===== src/design/mfpwd_pkg.sv =====
// ----------------------------------------------------------------------------
// mfpwd_pkg
// Shared types and constants of the majority filter pulse width decoder.
// ----------------------------------------------------------------------------
package mfpwd_pkg;

  // sample ring geometry (depth must be a power of two)
  localparam int unsigned RING_DEPTH = 256;
  localparam int unsigned RING_AW    = $clog2(RING_DEPTH);

  // field widths
  localparam int unsigned WIN_W      = 8;
  localparam int unsigned LEN_W      = 16;
  localparam int unsigned CFG_IDX_W  = 1;
  localparam int unsigned CFG_DATA_W = 16;

  // numerator of the estimate update: 7*nominal + 2*estimate + first + second
  localparam int unsigned NUM_W      = 20;

  // divide by ten as multiply by ceil(2^23/10) and shift
  localparam int unsigned DIV_SHIFT  = 23;
  localparam int unsigned RECIP_W    = 20;
  localparam logic [RECIP_W-1:0] DIV_RECIP = RECIP_W'(838861);
  localparam int unsigned PROD_W     = NUM_W + RECIP_W;
  localparam int unsigned QUOT_W     = PROD_W - DIV_SHIFT;

  // register reset values
  localparam logic [WIN_W-1:0] WINDOW_RESET  = WIN_W'(31);
  localparam logic [LEN_W-1:0] NOMINAL_RESET = LEN_W'(80);

  // register indexes
  localparam logic [CFG_IDX_W-1:0] CFG_WINDOW_SIZE = 1'b0;
  localparam logic [CFG_IDX_W-1:0] CFG_NOMINAL_LEN = 1'b1;

  // pair decode result handed to the estimate stage
  typedef struct packed {
    logic             valid;
    logic             dec_bit;
    logic [LEN_W-1:0] first_len;
    logic [LEN_W-1:0] second_len;
    logic [NUM_W-1:0] numer;
  } pair_res_t;

endpackage


===== src/design/mfpwd_window.sv =====
// ----------------------------------------------------------------------------
// mfpwd_window
// Sample ring, running window sum and majority vote. The sum is kept
// incrementally; a window size write rebuilds it with a pass over the ring.
// ----------------------------------------------------------------------------
module mfpwd_window (
  input  logic                                clk_i,
  input  logic                                rst_ni,
  input  logic                                cfg_we_i,
  input  logic [mfpwd_pkg::CFG_IDX_W-1:0]     cfg_index_i,
  input  logic [mfpwd_pkg::CFG_DATA_W-1:0]    cfg_data_i,
  input  logic                                accept_i,
  input  logic                                pin_level_i,
  output logic                                level_o,
  output logic                                busy_o
);

  localparam int unsigned AW = mfpwd_pkg::RING_AW;
  localparam int unsigned WW = mfpwd_pkg::WIN_W;

  logic              ring_mem [mfpwd_pkg::RING_DEPTH];

  logic [WW-1:0]     win_q;
  logic [WW-1:0]     sum_q;
  logic [AW-1:0]     wp_q, wp_d;
  logic              full_q, full_d;

  // prefetch of the sample leaving the window
  logic [AW-1:0]     rd_addr;
  logic              rd_ok;
  logic              rd_byp;
  logic              rd_raw_q;
  logic              rd_ok_q;
  logic              rd_byp_q;
  logic              rd_byp_dat_q;
  logic              leaving;

  // rebuild pass
  logic              sw_busy_q;
  logic [WW-1:0]     sw_cnt_q;
  logic              sw_vld_q;
  logic [AW-1:0]     sw_addr;
  logic              sw_ok;
  logic              sw_issue;
  logic              sw_raw_q;
  logic              sw_ok_q;
  logic              sw_data;

  logic              win_wr;
  logic [WW:0]       sum_d;
  logic [WW:0]       threshold;

  assign win_wr = cfg_we_i && (cfg_index_i == mfpwd_pkg::CFG_WINDOW_SIZE);

  // pointer and fill tracking after this cycle's write
  always_comb begin
    wp_d   = accept_i ? wp_q + AW'(1) : wp_q;
    full_d = full_q || (accept_i && (wp_q == AW'(mfpwd_pkg::RING_DEPTH - 1)));
  end

  // next leaving sample address, unwritten entries read as zero
  always_comb begin
    rd_addr = wp_d - win_q[AW-1:0];
    rd_ok   = full_d || (rd_addr < wp_d);
    rd_byp  = accept_i && (rd_addr == wp_q);
  end

  // rebuild pass walks back from the newest sample
  always_comb begin
    sw_addr  = wp_q - AW'(1) - sw_cnt_q[AW-1:0];
    sw_ok    = full_q || (sw_addr < wp_q);
    sw_issue = sw_busy_q && (sw_cnt_q < win_q);
  end

  // ring write and registered reads
  always_ff @(posedge clk_i) begin
    if (accept_i) begin
      ring_mem[wp_q] <= pin_level_i;
    end
    rd_raw_q <= ring_mem[rd_addr];
    sw_raw_q <= ring_mem[sw_addr];
  end

  // read qualifiers
  always_ff @(posedge clk_i or negedge rst_ni) begin
    if (!rst_ni) begin
      rd_ok_q      <= 1'b0;
      rd_byp_q     <= 1'b0;
      rd_byp_dat_q <= 1'b0;
      sw_ok_q      <= 1'b0;
    end else begin
      rd_ok_q      <= rd_ok;
      rd_byp_q     <= rd_byp;
      rd_byp_dat_q <= pin_level_i;
      sw_ok_q      <= sw_ok;
    end
  end

  assign sw_data = sw_ok_q && sw_raw_q;

  // running sum and majority vote for the request being taken
  always_comb begin
    if (win_q == '0) begin
      leaving = pin_level_i;
    end else begin
      leaving = rd_ok_q && (rd_byp_q ? rd_byp_dat_q : rd_raw_q);
    end
    sum_d     = {1'b0, sum_q} + (WW+1)'(pin_level_i) - (WW+1)'(leaving);
    threshold = (WW+1)'(win_q >> 1) + (WW+1)'(1);
    level_o   = (sum_d >= threshold);
  end

  // window state and rebuild sequencing
  always_ff @(posedge clk_i or negedge rst_ni) begin
    if (!rst_ni) begin
      win_q     <= mfpwd_pkg::WINDOW_RESET;
      sum_q     <= '0;
      wp_q      <= '0;
      full_q    <= 1'b0;
      sw_busy_q <= 1'b0;
      sw_cnt_q  <= '0;
      sw_vld_q  <= 1'b0;
    end else if (win_wr) begin
      win_q     <= cfg_data_i[WW-1:0];
      sum_q     <= '0;
      sw_busy_q <= 1'b1;
      sw_cnt_q  <= '0;
      sw_vld_q  <= 1'b0;
    end else if (sw_busy_q) begin
      if (sw_issue) begin
        sw_cnt_q <= sw_cnt_q + WW'(1);
      end
      sw_vld_q <= sw_issue;
      if (sw_vld_q) begin
        sum_q <= sum_q + WW'(sw_data);
      end
      if (!sw_issue && !sw_vld_q) begin
        sw_busy_q <= 1'b0;
      end
    end else if (accept_i) begin
      sum_q  <= sum_d[WW-1:0];
      wp_q   <= wp_d;
      full_q <= full_d;
    end
  end

  assign busy_o = sw_busy_q;

endmodule


===== src/design/mfpwd_pair.sv =====
// ----------------------------------------------------------------------------
// mfpwd_pair
// Run length counting and pairing of level changes. Forms the bit, both
// run lengths and the estimate update numerator on the second change.
// ----------------------------------------------------------------------------
module mfpwd_pair (
  input  logic                              clk_i,
  input  logic                              rst_ni,
  input  logic                              cfg_we_i,
  input  logic [mfpwd_pkg::CFG_IDX_W-1:0]   cfg_index_i,
  input  logic [mfpwd_pkg::CFG_DATA_W-1:0]  cfg_data_i,
  input  logic                              accept_i,
  input  logic                              level_i,
  input  logic [mfpwd_pkg::LEN_W-1:0]       estimate_i,
  output mfpwd_pkg::pair_res_t              res_o
);

  localparam int unsigned LW = mfpwd_pkg::LEN_W;
  localparam int unsigned NW = mfpwd_pkg::NUM_W;

  logic [LW-1:0] nominal_q;
  logic          filt_q;
  logic [LW-1:0] run_q;
  logic [LW-1:0] held_q;
  logic          phase_q;
  logic          change;

  assign change = (level_i != filt_q);

  // pair result, with 7*nominal + 2*estimate + first + second
  always_comb begin
    res_o.valid      = accept_i && change && phase_q;
    res_o.dec_bit    = (held_q > run_q);
    res_o.first_len  = held_q;
    res_o.second_len = run_q;
    res_o.numer      = (NW'(nominal_q) << 3) - NW'(nominal_q)
                     + (NW'(estimate_i) << 1)
                     + NW'(held_q) + NW'(run_q);
  end

  // run counter and pair phase
  always_ff @(posedge clk_i or negedge rst_ni) begin
    if (!rst_ni) begin
      nominal_q <= mfpwd_pkg::NOMINAL_RESET;
      filt_q    <= 1'b0;
      run_q     <= '0;
      held_q    <= '0;
      phase_q   <= 1'b0;
    end else begin
      if (cfg_we_i && (cfg_index_i == mfpwd_pkg::CFG_NOMINAL_LEN)) begin
        nominal_q <= cfg_data_i[LW-1:0];
      end
      if (accept_i) begin
        if (!change) begin
          run_q <= run_q + LW'(1);
        end else begin
          filt_q  <= level_i;
          run_q   <= '0;
          phase_q <= !phase_q;
          if (!phase_q) begin
            held_q <= run_q;
          end
        end
      end
    end
  end

endmodule


===== src/design/mfpwd_estimate.sv =====
// ----------------------------------------------------------------------------
// mfpwd_estimate
// Divides the update numerator by ten, saturates, keeps the bit length
// estimate and holds the result request until the consumer takes it.
// ----------------------------------------------------------------------------
module mfpwd_estimate (
  input  logic                          clk_i,
  input  logic                          rst_ni,
  input  mfpwd_pkg::pair_res_t          res_i,
  output logic                          free_o,
  output logic [mfpwd_pkg::LEN_W-1:0]   estimate_o,
  output logic                          out_valid_o,
  input  logic                          out_ready_i,
  output logic                          decoded_bit_o,
  output logic [mfpwd_pkg::LEN_W-1:0]   first_length_o,
  output logic [mfpwd_pkg::LEN_W-1:0]   second_length_o,
  output logic [mfpwd_pkg::LEN_W-1:0]   bit_length_estimate_o
);

  localparam int unsigned LW = mfpwd_pkg::LEN_W;

  mfpwd_pkg::pair_res_t              stg_q;
  logic                              stg_vld_q;
  logic                              stg_move;
  logic [mfpwd_pkg::PROD_W-1:0]      prod;
  logic [mfpwd_pkg::QUOT_W-1:0]      quot;
  logic [LW-1:0]                     sat;
  logic [LW-1:0]                     est_new;
  logic [LW-1:0]                     est_q;
  logic                              out_vld_q;

  assign stg_move = stg_vld_q && (!out_vld_q || out_ready_i);
  assign free_o   = !stg_vld_q || stg_move;

  // divide by ten and saturate at the field maximum
  always_comb begin
    prod    = mfpwd_pkg::PROD_W'(stg_q.numer) * mfpwd_pkg::PROD_W'(mfpwd_pkg::DIV_RECIP);
    quot    = prod[mfpwd_pkg::PROD_W-1:mfpwd_pkg::DIV_SHIFT];
    sat     = (quot > mfpwd_pkg::QUOT_W'({LW{1'b1}})) ? {LW{1'b1}} : quot[LW-1:0];
    est_new = stg_q.dec_bit ? sat : est_q;
  end

  // staging register for the decoded pair
  always_ff @(posedge clk_i) begin
    if (res_i.valid) begin
      stg_q <= res_i;
    end
  end

  // result payload register
  always_ff @(posedge clk_i) begin
    if (stg_move) begin
      decoded_bit_o         <= stg_q.dec_bit;
      first_length_o        <= stg_q.first_len;
      second_length_o       <= stg_q.second_len;
      bit_length_estimate_o <= est_new;
    end
  end

  // control and estimate state
  always_ff @(posedge clk_i or negedge rst_ni) begin
    if (!rst_ni) begin
      stg_vld_q <= 1'b0;
      out_vld_q <= 1'b0;
      est_q     <= '0;
    end else begin
      if (res_i.valid) begin
        stg_vld_q <= 1'b1;
      end else if (stg_move) begin
        stg_vld_q <= 1'b0;
      end
      if (stg_move) begin
        out_vld_q <= 1'b1;
        est_q     <= est_new;
      end else if (out_ready_i) begin
        out_vld_q <= 1'b0;
      end
    end
  end

  assign estimate_o  = est_q;
  assign out_valid_o = out_vld_q;

endmodule


===== src/design/majority_filter_pulse_width_decoder_unit.sv =====
// A sample request is taken every cycle unless a rebuild runs or a staged result
// waits behind a held output register; a result request passes a staging register
// and the output register after its closing sample. A window length write rebuilds
// the sum with one ring read a cycle, holding in_ready_o low until that pass ends.
// Reset is asynchronous, active low: control state clears and ring entries read
// as zero until written, tracked by the write pointer and a wrap flag.
// ----------------------------------------------------------------------------
// majority_filter_pulse_width_decoder_unit
// Majority filters the sampled pin, measures run lengths and decodes
// pulse pairs into bits with an adaptive bit length estimate.
// ----------------------------------------------------------------------------
module majority_filter_pulse_width_decoder_unit (
  input  logic                              clk_i,
  input  logic                              rst_ni,
  input  logic                              cfg_we_i,
  input  logic [mfpwd_pkg::CFG_IDX_W-1:0]   cfg_index_i,
  input  logic [mfpwd_pkg::CFG_DATA_W-1:0]  cfg_data_i,
  input  logic                              in_valid_i,
  output logic                              in_ready_o,
  input  logic                              pin_level_i,
  output logic                              out_valid_o,
  input  logic                              out_ready_i,
  output logic                              decoded_bit_o,
  output logic [mfpwd_pkg::LEN_W-1:0]       first_length_o,
  output logic [mfpwd_pkg::LEN_W-1:0]       second_length_o,
  output logic [mfpwd_pkg::LEN_W-1:0]       bit_length_estimate_o
);

  logic                         accept;
  logic                         level;
  logic                         busy;
  logic                         free;
  logic [mfpwd_pkg::LEN_W-1:0]  estimate;
  mfpwd_pkg::pair_res_t         pair_res;

  // take a sample request unless rebuilding or the staging slot is held
  assign in_ready_o = !busy && free;
  assign accept     = in_valid_i && in_ready_o;

  // majority window
  mfpwd_window u_window (
    .clk_i       (clk_i),
    .rst_ni      (rst_ni),
    .cfg_we_i    (cfg_we_i),
    .cfg_index_i (cfg_index_i),
    .cfg_data_i  (cfg_data_i),
    .accept_i    (accept),
    .pin_level_i (pin_level_i),
    .level_o     (level),
    .busy_o      (busy)
  );

  // run lengths and pairing
  mfpwd_pair u_pair (
    .clk_i       (clk_i),
    .rst_ni      (rst_ni),
    .cfg_we_i    (cfg_we_i),
    .cfg_index_i (cfg_index_i),
    .cfg_data_i  (cfg_data_i),
    .accept_i    (accept),
    .level_i     (level),
    .estimate_i  (estimate),
    .res_o       (pair_res)
  );

  // estimate update and result register
  mfpwd_estimate u_estimate (
    .clk_i                 (clk_i),
    .rst_ni                (rst_ni),
    .res_i                 (pair_res),
    .free_o                (free),
    .estimate_o            (estimate),
    .out_valid_o           (out_valid_o),
    .out_ready_i           (out_ready_i),
    .decoded_bit_o         (decoded_bit_o),
    .first_length_o        (first_length_o),
    .second_length_o       (second_length_o),
    .bit_length_estimate_o (bit_length_estimate_o)
  );

endmodule

===== config.mk =====
export PLATFORM = sky130hd
export DESIGN_NAME = majority_filter_pulse_width_decoder_unit
export DESIGN_NICKNAME = d
export VERILOG_FILES = /design/src/design/mfpwd_pkg.sv /design/src/design/mfpwd_window.sv /design/src/design/mfpwd_pair.sv /design/src/design/mfpwd_estimate.sv /design/src/design/majority_filter_pulse_width_decoder_unit.sv
export SDC_FILE = /design/constraint.sdc
export NUM_CORES = 1
export LEC_CHECK = 0
export CORE_MARGIN = 2
export CORE_UTILIZATION = 38
export CTS_BUF_LIST = sky130_fd_sc_hd__clkbuf_8
export DETAILED_ROUTE_END_ITERATION = 6
export DONT_BUFFER_PORTS = 1
export PLACE_DENSITY_LB_ADDON = 0.08
export SLEW_MARGIN = 20
export SYNTH_ARGS = -nofsm -noshare
export SYNTH_HDL_FRONTEND = slang
export SYNTH_SLANG_ARGS = --single-unit

===== constraint.sdc =====
create_clock -name clk_i -period 18.3 [get_ports clk_i]
set_clock_uncertainty 0.05 [all_clocks]
set_input_delay 0.915 -clock clk_i [delete_from_list [all_inputs] [get_ports clk_i]]
set_output_delay 0.915 -clock clk_i [all_outputs]
set_load 0.03 [all_outputs]

==> results.yml <==
sta:
  drv_slew: 0
  fmax_mhz: 141
  fin_crit_ns: 7.10
  setup_viol: 0
  rsz0062_at_grt: "no"
  hold_viol: 0
  final.setup.tns_ns: 0
  tightest_slew_ns: 1.02
  fin_crit_sh_pct: 38.8
  max_slew_margin_pct: 31.5
  whs_ns: 0.128
flow_run:
  maxCapViolations: 0
grt:
  grt_max_degree: 260
  grtUsageTotal_pct: 21.5
  grt_remaining_overflow: 0
  first_global_vias: 21434
  grt_pass1_wl_um: 138000
  antenna_found_initial: 6
synthesis:
  yosys.area.top_type: "edfxtp_1"
  synth_top_cell_area_share_pct: 33.4
  synthFlopType: "edfxtp_1"
  ys_seq_area_share_pct: 41.9
  yosys-top-cells-area: "edfxtp_1, ha_1, mux4_2, fa_1, dfrtp_1"
  syn_area_mm2: 0.0321
  avgSynthCellArea_um2: 12.4
  synth.net_count: 3098
  ys_seq_elements: 467
  synth_cell_type_count: 69
  syn_inst: 2586
  synth-edff-count: 358
  async_flop_share_pct: 22.9
  synth_warnings: 0
critical_path:
  worstPathRequired_ns: 18.65
  crit_path_max_incr_delay_ns: 0.54
  startpoint_type: "register"
  worst-r2r-setup-slack_ns: 11.20
  timing.rr.start: "u_estimate.stg_q[2]$_DFFE_PP_"
  cp.arrival_ns: 7.45
  critPathKind: "register to register"
  slowest_stage: "fa_1"
  cp_max_fo: 12
  reg2reg_depth: 19
  crit_chain: "ha_1 > xor2_1 > ha_1 > fa_1 > fa_1 > fa_1 > fa_1 > ha_1 > ha_1 > a21o_1 > a21o_1 > a221oi_1 > o211ai_1 > a221o_1 > o41ai_2 > xnor2_1 > buf_4 > nor2_1 > a21oi_1"
  worstReg2RegEnd: "u_estimate.bit_length_estimate_o[5]$_DFFE_PP_"
  end_kind: "register"
final_layout:
  finalNonFillerCells: 3823
  final_cell_mix: "edfxtp_1, nor2_1, inv_1"
  mostFrequentLayoutCell: "edfxtp_1"
  drive_above_1_share_pct: 14.0
  nFillCells: 7872
  area_delta_synth_final_pct: 9.33
  nNetsFinal: 3125
drt:
  antenna_left: 0
  viasPerCell: 5.33
  wl_met1_um: 38000
  met3_length_um: 3930
  first_pass_iters: 5
  wl_met2_um: 47600
  drc: 0
  topRoutingLayerUsed: "met5"
  wl_um: 91900
  drtIter0Drc: 1325
  num_vias: 20358
  wl_per_cell_um: 24.0
die:
  core-area_mm2: 0.0837
  fp-row-count: 106
  dieArea_mm2: 0.0869
  die_y_um: 295
  ioPinCount: 74
  fp.dieW_um: 295
  initial_utilization_pct: 38.4
clock_network:
  cts_setup_buffers: 0
  clock_sinks: 467
  cts_tree: "yes"
  clock_latency_ns: 0.69
  clock_path_buffers: 3
  cts_root_buf: "clkbuf_8"
  cts_max_level: 3
  numCtsBuffers: 86
  clk_pin_slew_ns: 0.06
status:
  status: "completed"
place:
  dp.final_hpwl_um: 64600
  dp.cells: 3657
  gp_congestion: 0.892
  portBuffers: 0
worst_hold_path:
  hold_path.class: "input port to asynchronous set/reset pin"
per-layer routing:
metal,up-vias,track usage [%]
met5,-,0
met4,4,6.09
met3,142,3.30
met2,489,38.6
met1,10511,26.9
li1,9212,-
worst max-delay path, delay by kind of cell (launching register included):
kind                     cells  cell delay (ns)
buffers and inverters        1             0.21
adder cells (fa/ha/maj)      8             3.55
AND/OR/NAND/NOR              1             0.19
XOR/XNOR                     2             0.40
AO/OA/AOI/OAI                7             1.89
flip-flops                   1             0.53
cells by family after synthesis:
group / share of synthesized area, %
DFF: 41.9
buffers and inverters: 5.01
xor gates and xnor gates: 3.18
adders and majority gates: 23.1
AOI/OAI and AO/OA: 5.28
muxes: 13.0
and+or+nand+nor: 8.43
state kept, by name (all words and copies together), names as in the netlist, 8 cells and up:
| register | cells |
|---|---|
| u_pair.held_q | 16 |
| u_window.wp_q | 8 |
| u_window.ring_mem | 256 |
| u_window.sw_cnt_q | 8 |
| u_pair.nominal_q | 16 |
| u_estimate.second_length_o | 16 |
| u_estimate.first_length_o | 16 |
| u_window.win_q | 8 |
| u_estimate.stg_q | 53 |
| u_window.sum_q | 8 |
| u_estimate.bit_length_estimate_o | 16 |
| u_estimate.estimate_o | 16 |
| u_pair.run_q | 16 |
final cells by class:
cell class / instances / area, µm² / share of cell area, %
clock buffer: 92 / 1270 / 3.60
multi-input combinational: 1712 / 17200 / 48.9
tap: 1134 / 1420 / 4.04
antenna: 5 / 12.5 / 0.0356
sequential: 467 / 13500 / 38.3
inverter: 311 / 1170 / 3.32
clock inverter: 67 / 337 / 0.958
timing repair buffer: 35 / 285 / 0.812
synthesized netlist by cell type (all sizes together) (3+ instances only):
| cell | n |
|---|---|
| o21ai | 67 |
| nor2 | 356 |
| dfrtp | 100 |
| nor2b | 22 |
| and2 | 17 |
| buf | 21 |
| nor4 | 7 |
| fa | 176 |
| a21oi | 86 |
| mux2 | 21 |
| mux2i | 24 |
| edfxtp | 358 |
| o21bai | 11 |
| or2 | 5 |
| o2111ai | 3 |
| nand4 | 16 |
| xor2 | 32 |
| and3 | 9 |
| inv | 309 |
| a31oi | 4 |
| ha | 313 |
| o31ai | 3 |
| mux4 | 165 |
| xnor2 | 84 |
| a31o | 4 |
| clkbuf | 75 |
| o211ai | 4 |
| nor3 | 28 |
| dfstp | 7 |
| o21a | 12 |
| a211oi | 14 |
| a21o | 40 |
| nand2 | 98 |
| nand3 | 41 |
| o22ai | 3 |
| nand2b | 18 |
metrics by stage:
step,utilization [%],setup slack [ns],instance area (µm²)
2_1_floorplan,-,12.05,32100
3_3_place_gp,40.0,11.27,33500
3_5_place_dp,40.0,11.16,33500
4_1_cts,42.0,11.15,35100
5_1_grt,42.0,10.79,35100
6_report,42.0,11.20,35100
how the worst max path moves through the flow:
stage               cells past startpoint  slack [ns]                                              to                          start
floorplan                              22       12.05   u_estimate.bit_length_estimate_o[2]$_DFFE_PP_  u_estimate.stg_q[4]$_DFFE_PP_
global placement                       19       11.27  u_estimate.bit_length_estimate_o[12]$_DFFE_PP_  u_estimate.stg_q[2]$_DFFE_PP_
detailed placement                     19       11.16   u_estimate.bit_length_estimate_o[5]$_DFFE_PP_  u_estimate.stg_q[2]$_DFFE_PP_
CTS                                    22       11.15   u_estimate.bit_length_estimate_o[5]$_DFFE_PP_  u_estimate.stg_q[0]$_DFFE_PP_
global route                           22       10.79   u_estimate.bit_length_estimate_o[5]$_DFFE_PP_  u_estimate.stg_q[0]$_DFFE_PP_
finish                                 19       11.20   u_estimate.bit_length_estimate_o[5]$_DFFE_PP_  u_estimate.stg_q[2]$_DFFE_PP_
what timing repair did:
item	in CTS	in global routing
hold endpoints to repair	100	0
gates resized for setup	0	0
hold buffers	2	0
Power is not shown: default switching activity piles up to over one toggle a cycle in this logic, so the estimate is an artifact.
